--- config.mk ---
export PLATFORM = sky130hd
export DESIGN_NAME = button_click_classifier_top
export DESIGN_NICKNAME = d
export VERILOG_FILES = /design/src/design/bcc_pkg.sv /design/src/design/bcc_cfg.sv /design/src/design/bcc_core.sv /design/src/design/button_click_classifier_top.sv
export SDC_FILE = /design/constraint.sdc
export NUM_CORES = 1
export LEC_CHECK = 0
export ABC_AREA = 1
export BUFFER_PORTS_ARGS = -buffer_cell sky130_fd_sc_hd__buf_2
export CAP_MARGIN = 15
export CORE_ASPECT_RATIO = 0.6
export CORE_UTILIZATION = 57
export CTS_CLUSTER_DIAMETER = 120
export DETAILED_ROUTE_END_ITERATION = 6
export HOLD_SLACK_MARGIN = 0.03
export PLACE_DENSITY = 0.83
export SYNTH_ARGS = -nofsm -noshare
export SYNTH_HDL_FRONTEND = slang
export SYNTH_SLANG_ARGS = --single-unit
--- constraint.sdc ---
create_clock -name aclk -period 7.05 [get_ports aclk]
set_input_delay 1.0575 -clock aclk [delete_from_list [all_inputs] [get_ports aclk]]
set_output_delay 1.0575 -clock aclk [all_outputs]
set_load 0.02 [all_outputs]
--- src/design/bcc_pkg.sv ---
// shared types and constants for the button click classifier
package bcc_pkg;

    // tick counter width, thresholds are used modulo 2^CNT_W
    localparam int CNT_W = 16;
    // width of each threshold register
    localparam int CFG_W = 16;
    // configuration index width
    localparam int CFG_IDX_W = 2;
    // stream data widths, whole bytes
    localparam int S_DATA_W = 8;
    localparam int M_DATA_W = 8;

    // configuration register indexes
    localparam logic [CFG_IDX_W-1:0] REG_DEBOUNCE   = 2'd0;
    localparam logic [CFG_IDX_W-1:0] REG_LONG_PRESS = 2'd1;
    localparam logic [CFG_IDX_W-1:0] REG_DOUBLE_GAP = 2'd2;

    // reset values of the thresholds
    localparam logic [CFG_W-1:0] DEBOUNCE_RST   = 16'd20;
    localparam logic [CFG_W-1:0] LONG_PRESS_RST = 16'd1000;
    localparam logic [CFG_W-1:0] DOUBLE_GAP_RST = 16'd300;

    // click event codes
    typedef enum logic [1:0] {
        EV_NONE   = 2'd0,
        EV_SINGLE = 2'd1,
        EV_DOUBLE = 2'd2,
        EV_LONG   = 2'd3
    } event_t;

    // classifier phases, one-hot
    typedef enum logic [6:0] {
        PH_IDLE      = 7'b0000001,
        PH_DB_RISE   = 7'b0000010,
        PH_PRESSED   = 7'b0000100,
        PH_DB_FALL   = 7'b0001000,
        PH_RELEASED  = 7'b0010000,
        PH_DB_SECOND = 7'b0100000,
        PH_LONG      = 7'b1000000
    } phase_t;

    // threshold set handed to the classifier core
    typedef struct packed {
        logic [CFG_W-1:0] debounce_ticks;
        logic [CFG_W-1:0] long_press_ticks;
        logic [CFG_W-1:0] double_gap_ticks;
    } cfg_t;

endpackage

--- src/design/bcc_cfg.sv ---
// threshold register file written through the configuration channel
module bcc_cfg (
    input  logic                          aclk,
    input  logic                          aresetn,
    input  logic                          cfg_valid,
    output logic                          cfg_ready,
    input  logic [bcc_pkg::CFG_IDX_W-1:0] cfg_index,
    input  logic [bcc_pkg::CFG_W-1:0]     cfg_data,
    output bcc_pkg::cfg_t                 cfg
);

    bcc_pkg::cfg_t cfg_reg;

    // always able to take a write
    assign cfg_ready = 1'b1;

    // register writes, unknown indexes are dropped
    always_ff @(posedge aclk) begin
        if (!aresetn) begin
            cfg_reg.debounce_ticks   <= bcc_pkg::DEBOUNCE_RST;
            cfg_reg.long_press_ticks <= bcc_pkg::LONG_PRESS_RST;
            cfg_reg.double_gap_ticks <= bcc_pkg::DOUBLE_GAP_RST;
        end else if (cfg_valid) begin
            case (cfg_index)
                bcc_pkg::REG_DEBOUNCE:   cfg_reg.debounce_ticks   <= cfg_data;
                bcc_pkg::REG_LONG_PRESS: cfg_reg.long_press_ticks <= cfg_data;
                bcc_pkg::REG_DOUBLE_GAP: cfg_reg.double_gap_ticks <= cfg_data;
                default: ;
            endcase
        end
    end

    assign cfg = cfg_reg;

endmodule

--- src/design/bcc_core.sv ---
// click classifier state: tick counter, mark time and phase machine
module bcc_core (
    input  logic              aclk,
    input  logic              aresetn,
    input  logic              advance,
    input  logic              level,
    input  bcc_pkg::cfg_t     cfg,
    output bcc_pkg::event_t   click_event
);

    bcc_pkg::phase_t           phase_reg, phase_next;
    logic [bcc_pkg::CNT_W-1:0] tick_reg, tick_next;
    logic [bcc_pkg::CNT_W-1:0] mark_reg, mark_next;
    logic                      hit_debounce, hit_long, hit_gap;

    // counter advances before anything is judged
    assign tick_next = tick_reg + 1'b1;

    // threshold reached, exact match under wrap
    assign hit_debounce = (bcc_pkg::CNT_W'(mark_reg + bcc_pkg::CNT_W'(cfg.debounce_ticks)))
                          == tick_next;
    assign hit_long     = (bcc_pkg::CNT_W'(mark_reg + bcc_pkg::CNT_W'(cfg.long_press_ticks)))
                          == tick_next;
    assign hit_gap      = (bcc_pkg::CNT_W'(mark_reg + bcc_pkg::CNT_W'(cfg.double_gap_ticks)))
                          == tick_next;

    // phase machine
    always_comb begin
        phase_next  = phase_reg;
        mark_next   = mark_reg;
        click_event = bcc_pkg::EV_NONE;
        case (phase_reg)
            bcc_pkg::PH_IDLE: begin
                if (level) begin
                    phase_next = bcc_pkg::PH_DB_RISE;
                    mark_next  = tick_next;
                end
            end
            bcc_pkg::PH_DB_RISE: begin
                if (hit_debounce) begin
                    if (level) begin
                        phase_next = bcc_pkg::PH_PRESSED;
                        mark_next  = tick_next;
                    end else begin
                        phase_next = bcc_pkg::PH_IDLE;
                    end
                end
            end
            bcc_pkg::PH_PRESSED: begin
                if (level) begin
                    if (hit_long) begin
                        phase_next  = bcc_pkg::PH_LONG;
                        click_event = bcc_pkg::EV_LONG;
                    end
                end else begin
                    phase_next = bcc_pkg::PH_DB_FALL;
                    mark_next  = tick_next;
                end
            end
            bcc_pkg::PH_DB_FALL: begin
                // a bounce back high keeps the mark taken at the release
                if (hit_debounce) begin
                    if (level) begin
                        phase_next = bcc_pkg::PH_PRESSED;
                    end else begin
                        phase_next = bcc_pkg::PH_RELEASED;
                        mark_next  = tick_next;
                    end
                end
            end
            bcc_pkg::PH_RELEASED: begin
                if (level) begin
                    phase_next = bcc_pkg::PH_DB_SECOND;
                    mark_next  = tick_next;
                end else if (hit_gap) begin
                    phase_next  = bcc_pkg::PH_IDLE;
                    click_event = bcc_pkg::EV_SINGLE;
                end
            end
            bcc_pkg::PH_DB_SECOND: begin
                if (hit_debounce) begin
                    phase_next  = bcc_pkg::PH_IDLE;
                    click_event = level ? bcc_pkg::EV_DOUBLE : bcc_pkg::EV_SINGLE;
                end
            end
            bcc_pkg::PH_LONG: begin
                if (level) begin
                    click_event = bcc_pkg::EV_LONG;
                end else begin
                    phase_next = bcc_pkg::PH_IDLE;
                end
            end
            default: begin
                phase_next = bcc_pkg::PH_IDLE;
            end
        endcase
    end

    // state moves once per processed sample
    always_ff @(posedge aclk) begin
        if (!aresetn) begin
            phase_reg <= bcc_pkg::PH_IDLE;
            tick_reg  <= '0;
            mark_reg  <= '0;
        end else if (advance) begin
            phase_reg <= phase_next;
            tick_reg  <= tick_next;
            mark_reg  <= mark_next;
        end
    end

endmodule

--- src/design/button_click_classifier_top.sv ---
// top level of the button click classifier with stream and configuration ports
// One button sample enters per clock and one click event leaves per sample,
// in order. A sample is captured in an input register, classified by the phase
// machine and held in an output register; the sustained rate is one sample per
// cycle while the result side keeps m_tready high, and the phase machine updates
// once per sample and sets that rate. Thresholds (debounce, long press, double
// gap) are written through the cfg_ port, index 0, 1 and 2, and should only be
// changed while no samples are in flight. Writes to index 3 are ignored.
module button_click_classifier_top (
    input  logic                          aclk,
    input  logic                          aresetn,
    // sample stream
    input  logic                          s_tvalid,
    output logic                          s_tready,
    input  logic [bcc_pkg::S_DATA_W-1:0]  s_tdata,   // [0] button_level, rest zero
    // event stream
    output logic                          m_tvalid,
    input  logic                          m_tready,
    output logic [bcc_pkg::M_DATA_W-1:0]  m_tdata,   // [1:0] click_event, rest zero
    // configuration writes
    input  logic                          cfg_valid,
    output logic                          cfg_ready,
    input  logic [bcc_pkg::CFG_IDX_W-1:0] cfg_index,
    input  logic [bcc_pkg::CFG_W-1:0]     cfg_data
);

    logic            in_valid_reg;
    logic            in_level_reg;
    logic            out_valid_reg;
    bcc_pkg::event_t out_event_reg;
    logic            advance;
    bcc_pkg::cfg_t   cfg;
    bcc_pkg::event_t click_event;

    // input stage moves on when the output register is free or draining
    assign advance  = in_valid_reg && (!out_valid_reg || m_tready);
    assign s_tready = !in_valid_reg || advance;

    // input register
    always_ff @(posedge aclk) begin
        if (!aresetn) begin
            in_valid_reg <= 1'b0;
        end else if (s_tready) begin
            in_valid_reg <= s_tvalid;
        end
    end

    always_ff @(posedge aclk) begin
        if (s_tready && s_tvalid) begin
            in_level_reg <= s_tdata[0];
        end
    end

    // output register
    always_ff @(posedge aclk) begin
        if (!aresetn) begin
            out_valid_reg <= 1'b0;
        end else if (advance) begin
            out_valid_reg <= 1'b1;
        end else if (m_tready) begin
            out_valid_reg <= 1'b0;
        end
    end

    always_ff @(posedge aclk) begin
        if (advance) begin
            out_event_reg <= click_event;
        end
    end

    assign m_tvalid = out_valid_reg;
    assign m_tdata  = {{(bcc_pkg::M_DATA_W-2){1'b0}}, out_event_reg};

    bcc_cfg u_cfg (
        .aclk      (aclk),
        .aresetn   (aresetn),
        .cfg_valid (cfg_valid),
        .cfg_ready (cfg_ready),
        .cfg_index (cfg_index),
        .cfg_data  (cfg_data),
        .cfg       (cfg)
    );

    bcc_core u_core (
        .aclk        (aclk),
        .aresetn     (aresetn),
        .advance     (advance),
        .level       (in_level_reg),
        .cfg         (cfg),
        .click_event (click_event)
    );

endmodule

## Word level (Yosys, flattened, before mapping)

Index checks and enable logic that the tools add are counted.

- Logic and storage cells: 75
- Input bits: 31
- Output and inout port bits: 11
- Register bits: 92

- Muxes and demuxes: 27
- Reductions and logical operators: 15
- Eq/ne operators: 19
- Add/subtract/negate cells: 4

Operators with widths:

| operator | count |
|---|---|
| 2-to-1 mux 16 bit | 4 |
| case mux 16 bit (4 select lines) | 1 |
| 2-to-1 mux 7 bit | 9 |
| case mux 7 bit (7 select lines) | 1 |
| adder 16 bit | 3 |
| equality test 16 bit | 3 |
| adder 16 x 1 -> 16 bit (second input constant) | 1 |
| 2-to-1 mux 2 bit | 6 |
| case mux 2 bit (4 select lines) | 1 |
| AND reduction 8 bit | 1 |
| equality test 7 x 1 -> 1 bit (second input constant) | 1 |
| equality test 7 x 2 -> 1 bit (second input constant) | 1 |
| equality test 7 x 3 -> 1 bit (second input constant) | 1 |
| equality test 7 x 4 -> 1 bit (second input constant) | 1 |
| equality test 7 x 5 -> 1 bit (second input constant) | 1 |
| equality test 7 x 6 -> 1 bit (second input constant) | 1 |
| equality test 7 bit (second input constant) | 1 |
| inequality test 2 x 1 -> 1 bit (second input constant) | 3 |
| inequality test 3 x 2 -> 1 bit (second input constant) | 2 |
| AND reduction 2 bit | 3 |
| 2-to-1 mux 5 bit | 1 |
| inequality test 2 bit (second input constant) | 2 |
| AND reduction 4 bit | 1 |
| nonzero test 4 bit | 1 |
| 10 further kinds | 15 |

## Depth between registers and ports, before layout

- Depth after elaboration: 5
- Depth in mapped cells: 22

## Modules after synthesis

Synthesis repeated with hierarchy kept, for this count alone.

- Cells, all modules: 1448
- Area total of the unflattened synthesis: 8355.5 µm²

By module, submodules not included:

| module | times used | cells each | sequential area each (µm²) | area each (µm²) |
|---|---|---|---|---|
| bcc_core | 1 | 1134 | 780.7 | 6112.1 |
| bcc_cfg | 1 | 291 | 960.9 | 2009.4 |
| button_click_classifier_top | 1 | 23 | 130.1 | 234.0 |

## Worst setup path before layout

No wires, ideal clock.

- Path type: reg-to-reg
- From: register u_core.mark_reg[0] (netlist bit)
- To: register u_core.mark_reg[4] (netlist bit)
- Data required time: 6.927 ns
- Cell stages (with the launch flop): 22
- Library setup time: 0.123 ns
- Path buffers: 1
- Setup slack: 4.503 ns
- Data arrival time: 2.424 ns
- Path through: dfxtp_1 ha_1 inv_1 fa_1 inv_1 nand2_1 nand2_1 nor2_1 nand2_1 nor2_1 nand3_1 nor2_1 nand2_1 nor2_1 nand2_1 nor2_2 nand3_2 nand2_2 nand2_4 inv_6 buf_4 a21oi_1

- Word-level cells in the longest chain between the ends: 4
- Elaborated cells between the ends (all ways): 5
- Those cells by class: add/sub: 1; eq/ne: 3; reduce/logical: 1

RTL lines:

| element | line | RTL |
|---|---|---|
| start: declaration | bcc_core.sv:13 | `logic [bcc_pkg::CNT_W-1:0] mark_reg, mark_next;` |
| start signal: assignment | bcc_core.sv:108 | `mark_reg <= mark_next;` |
| adder 16 bit (*) | bcc_core.sv:20 | `assign hit_debounce = (bcc_pkg::CNT_W'(mark_reg + bcc_pkg::CNT_W'(cfg.debounce_ticks)))` |
| equality test 16 bit (*) | bcc_core.sv:21 | `== tick_next;` |
| inequality test 2 x 1 -> 1 bit (no source line) | n/a |  |
| AND reduction 4 bit (no source line) (*) | n/a |  |

Every way passes the cells marked *; elsewhere a longest branch is shown, timed or not.
A chain may end at the register's enable or synchronous reset.

## Worst setup path after layout

- From: register u_core.mark_reg[0] (netlist bit)
- To: register u_core.mark_reg[7] (netlist bit)

The elaborated chain is that of the path after synthesis.

==> results.cfg <==
[synthesis]
syn_area_um2 = 7880
synth_edf_count = 3
synth-main-ff-cell = dfxtp_1
synthCells = 1353
ys_ff_latch = 92
seq_area_frac_synth_pct = 23.8
ys_warn_count = 0
async_reset_ff_share_pct = 0
syn_avg_cell_area_um2 = 5.82
synthDistinctLibCells = 45

[floorplanning]
initial_core_util_pct = 59.8
die_area_um2 = 14300
die_y_um = 93.1
core_um2 = 13200
die_x_um = 154
core.rowCount = 32
io_pins = 42

[routing]
drc = 0
dr_total_vias = 8596
vias_per_cell = 5.56
wire_per_inst_um = 15.9
finalWirelength_mm = 24.5
drtIter0Drc = 922
ant_nets = 0
dr.pass1.iters = 5

[sta]
worst_pin_slew_ns = 0.765
fin_skew_ns = 0.0123
finalCritPeriodShare_pct = 48.3
setup_viol = 0
final_hold_viol_count = 0
tns_ns = 0
rsz0062_at_grt = false
slew_headroom_pct = 48.8
fmax_mhz = 294
holdWs_ns = 0.470
drv_slew = 0
setup_slack_ns = 3.64
layout_min_cycle_time_ns = 3.41

[critical_path]
arrival_ns = 3.68
startpoint_type = flop
crit_fanout = 27
crit_type = reg -> reg
cp_data_required_time_ns = 7.33
endpoint_kind = flop

[flow_run]
max-cap-violations = 0

[worst_hold_path]
hold_class = reg -> reg

[clocking]
cts_made_buffers = 9
cts_max_level = 3
cts_tree = done
cts_resized = 0
cts.sinks = 92
worstSkewPairLatency_ns = 0.35
cts-root-buf = clkbuf_16
path_clk_slew_ns = 0.07
hold_buffers = 0
post_cts_buffers = 0
clockBufferDepth = 2

[pwr]
vdd_drop_max_mv = 0.114
p_leak_nw = 4.56
powerDensity_nw_per_um2 = 183
sw_frac_of_total_pct = 37.2
p_comb_share_pct = 29.2
p_switching_mw = 0.573
cell_internal_pwr_mw = 0.966
pwr-share-clk_pct = 32.3
power_frac_seq_pct = 38.4

[placement]
port_buffers = 27
place_congestion = 1.04
hpwl_mm = 20.0
placed_area_um2 = 8130
pre_cts_ws_ns = 3.79

[grt]
grt_pass1_wl_mm = 39.4
grt_overflow = 0
grt_usage_pct = 35.7
antenna_found_initial = 0
grt_pass1_vias = 7624
grt_max_degree = 84

[status]
status = finished, final reports clean

[cells_and_area]
area_delta_synth_final_pct = 6.88
drive_above_1_share_pct = 6.40
fillCellCount = 1296
final_area_um2 = 8420
layout_commonest_cell = nand2_1
largest_reg_flops = 48
num-nets-final = 1452
multi_input_area_um2 = 5120
insertedDiodeCount = 0
seqCellArea_um2 = 1870
layout_common_cells = 431 x nand2_1, 190 x inv_1, 161 x nor2_1
## critical path, cell delays in order (launching register included)
cell and delay, ns:
dfxtp_1 0.39, ha_1 0.24, inv_1 0.08, fa_1 0.54, inv_1 0.05, nand2_1 0.06
nand2_1 0.04, nor2_1 0.09, nand2_1 0.05, nor2_1 0.23, nand3_1 0.10, nor2_1 0.22
nand2_1 0.08, nor2_1 0.10, nand2_1 0.08, nor2_2 0.11, nand3_2 0.09, nand2_2 0.10
nand2_4 0.12, inv_6 0.26, o21ai_0 0.13, a21oi_1 0.16
## cell usage after synthesis (all sizes together), types with 11 or more instances
library cell | count | area, um2
dfxtp | 89 | 1780
nand3 | 141 | 733
nand2 | 445 | 1720
ha | 46 | 576
nor2 | 166 | 646
a21oi | 63 | 334
inv | 198 | 748
clkbuf | 18 | 67.6
nand4 | 25 | 171
nor3 | 11 | 55.1
o21ai | 74 | 374
nand3b | 14 | 105
## path summary, 6_finish.rpt
path / startpoint / end / slack [ns] / cells past startpoint
setup / recovery: u_core.mark_reg[0]$_SDFFE_PN0P_ / u_core.mark_reg[7]$_SDFFE_PN0P_ / 3.64 / 21
hold / removal: u_cfg.cfg[21]$_SDFFE_PN1P_ / u_cfg.cfg[21]$_SDFFE_PN1P_ / 0.47 / 2
setup reg to reg: u_core.mark_reg[0]$_SDFFE_PN0P_ / u_core.mark_reg[7]$_SDFFE_PN0P_ / 3.64 / 21
hold reg to reg: u_cfg.cfg[21]$_SDFFE_PN1P_ / u_cfg.cfg[21]$_SDFFE_PN1P_ / 0.47 / 2
## logic make-up after synthesis
| logic type | after synthesis | synth area share (%) |
|---|---|---|
| other | 2 | 0.0953 |
| xor gates and xnor gates | 16 | 1.78 |
| buffers and inverters | 229 | 11.5 |
| DFF | 92 | 23.8 |
| and+or+nand+nor | 817 | 44.7 |
| adders and majority gates | 49 | 8.07 |
| AOI/OAI and AO/OA | 148 | 10.1 |
## power groups by stage
stage               clock network, mW  logic, mW  registers [mW]
finish                          0.498      0.450           0.592
floorplan                           0      0.333           0.589
CTS                             0.498      0.436           0.590
detailed placement                  0      0.434           0.602
global placement                    0      0.423           0.602
global route                    0.522      0.507           0.594
## per-stage QoR
step	power, mW	instances	utilization [%]
final	1.54	1546	63.9
after global routing	1.62	1546	63.9
after CTS	1.52	1546	63.9
after detailed placement	1.04	1531	61.7
after global placement	1.02	1531	61.7
after floorplan	0.922	1358	-
## routing by layer
metal / part of all wire [%] / global-route usage, %
met2: 38 / 51.1
met4: 2.0 / 8.08
met1: 48 / 51.9
met3: 12 / 10.1
met5: 0 / 0
## area by class of cell
| class | count | share of cell area [%] |
|---|---|---|
| Clock buffer | 10 | 2.97 |
| Clock inverter | 5 | 0.505 |
| Sequential cell | 92 | 22.2 |
| Timing Repair Buffer | 31 | 1.96 |
| Inverter | 201 | 9.02 |
| Multi-Input combinational cell | 1037 | 60.8 |
| Tap cell | 170 | 2.53 |
Power figures use the tool's default switching activity.
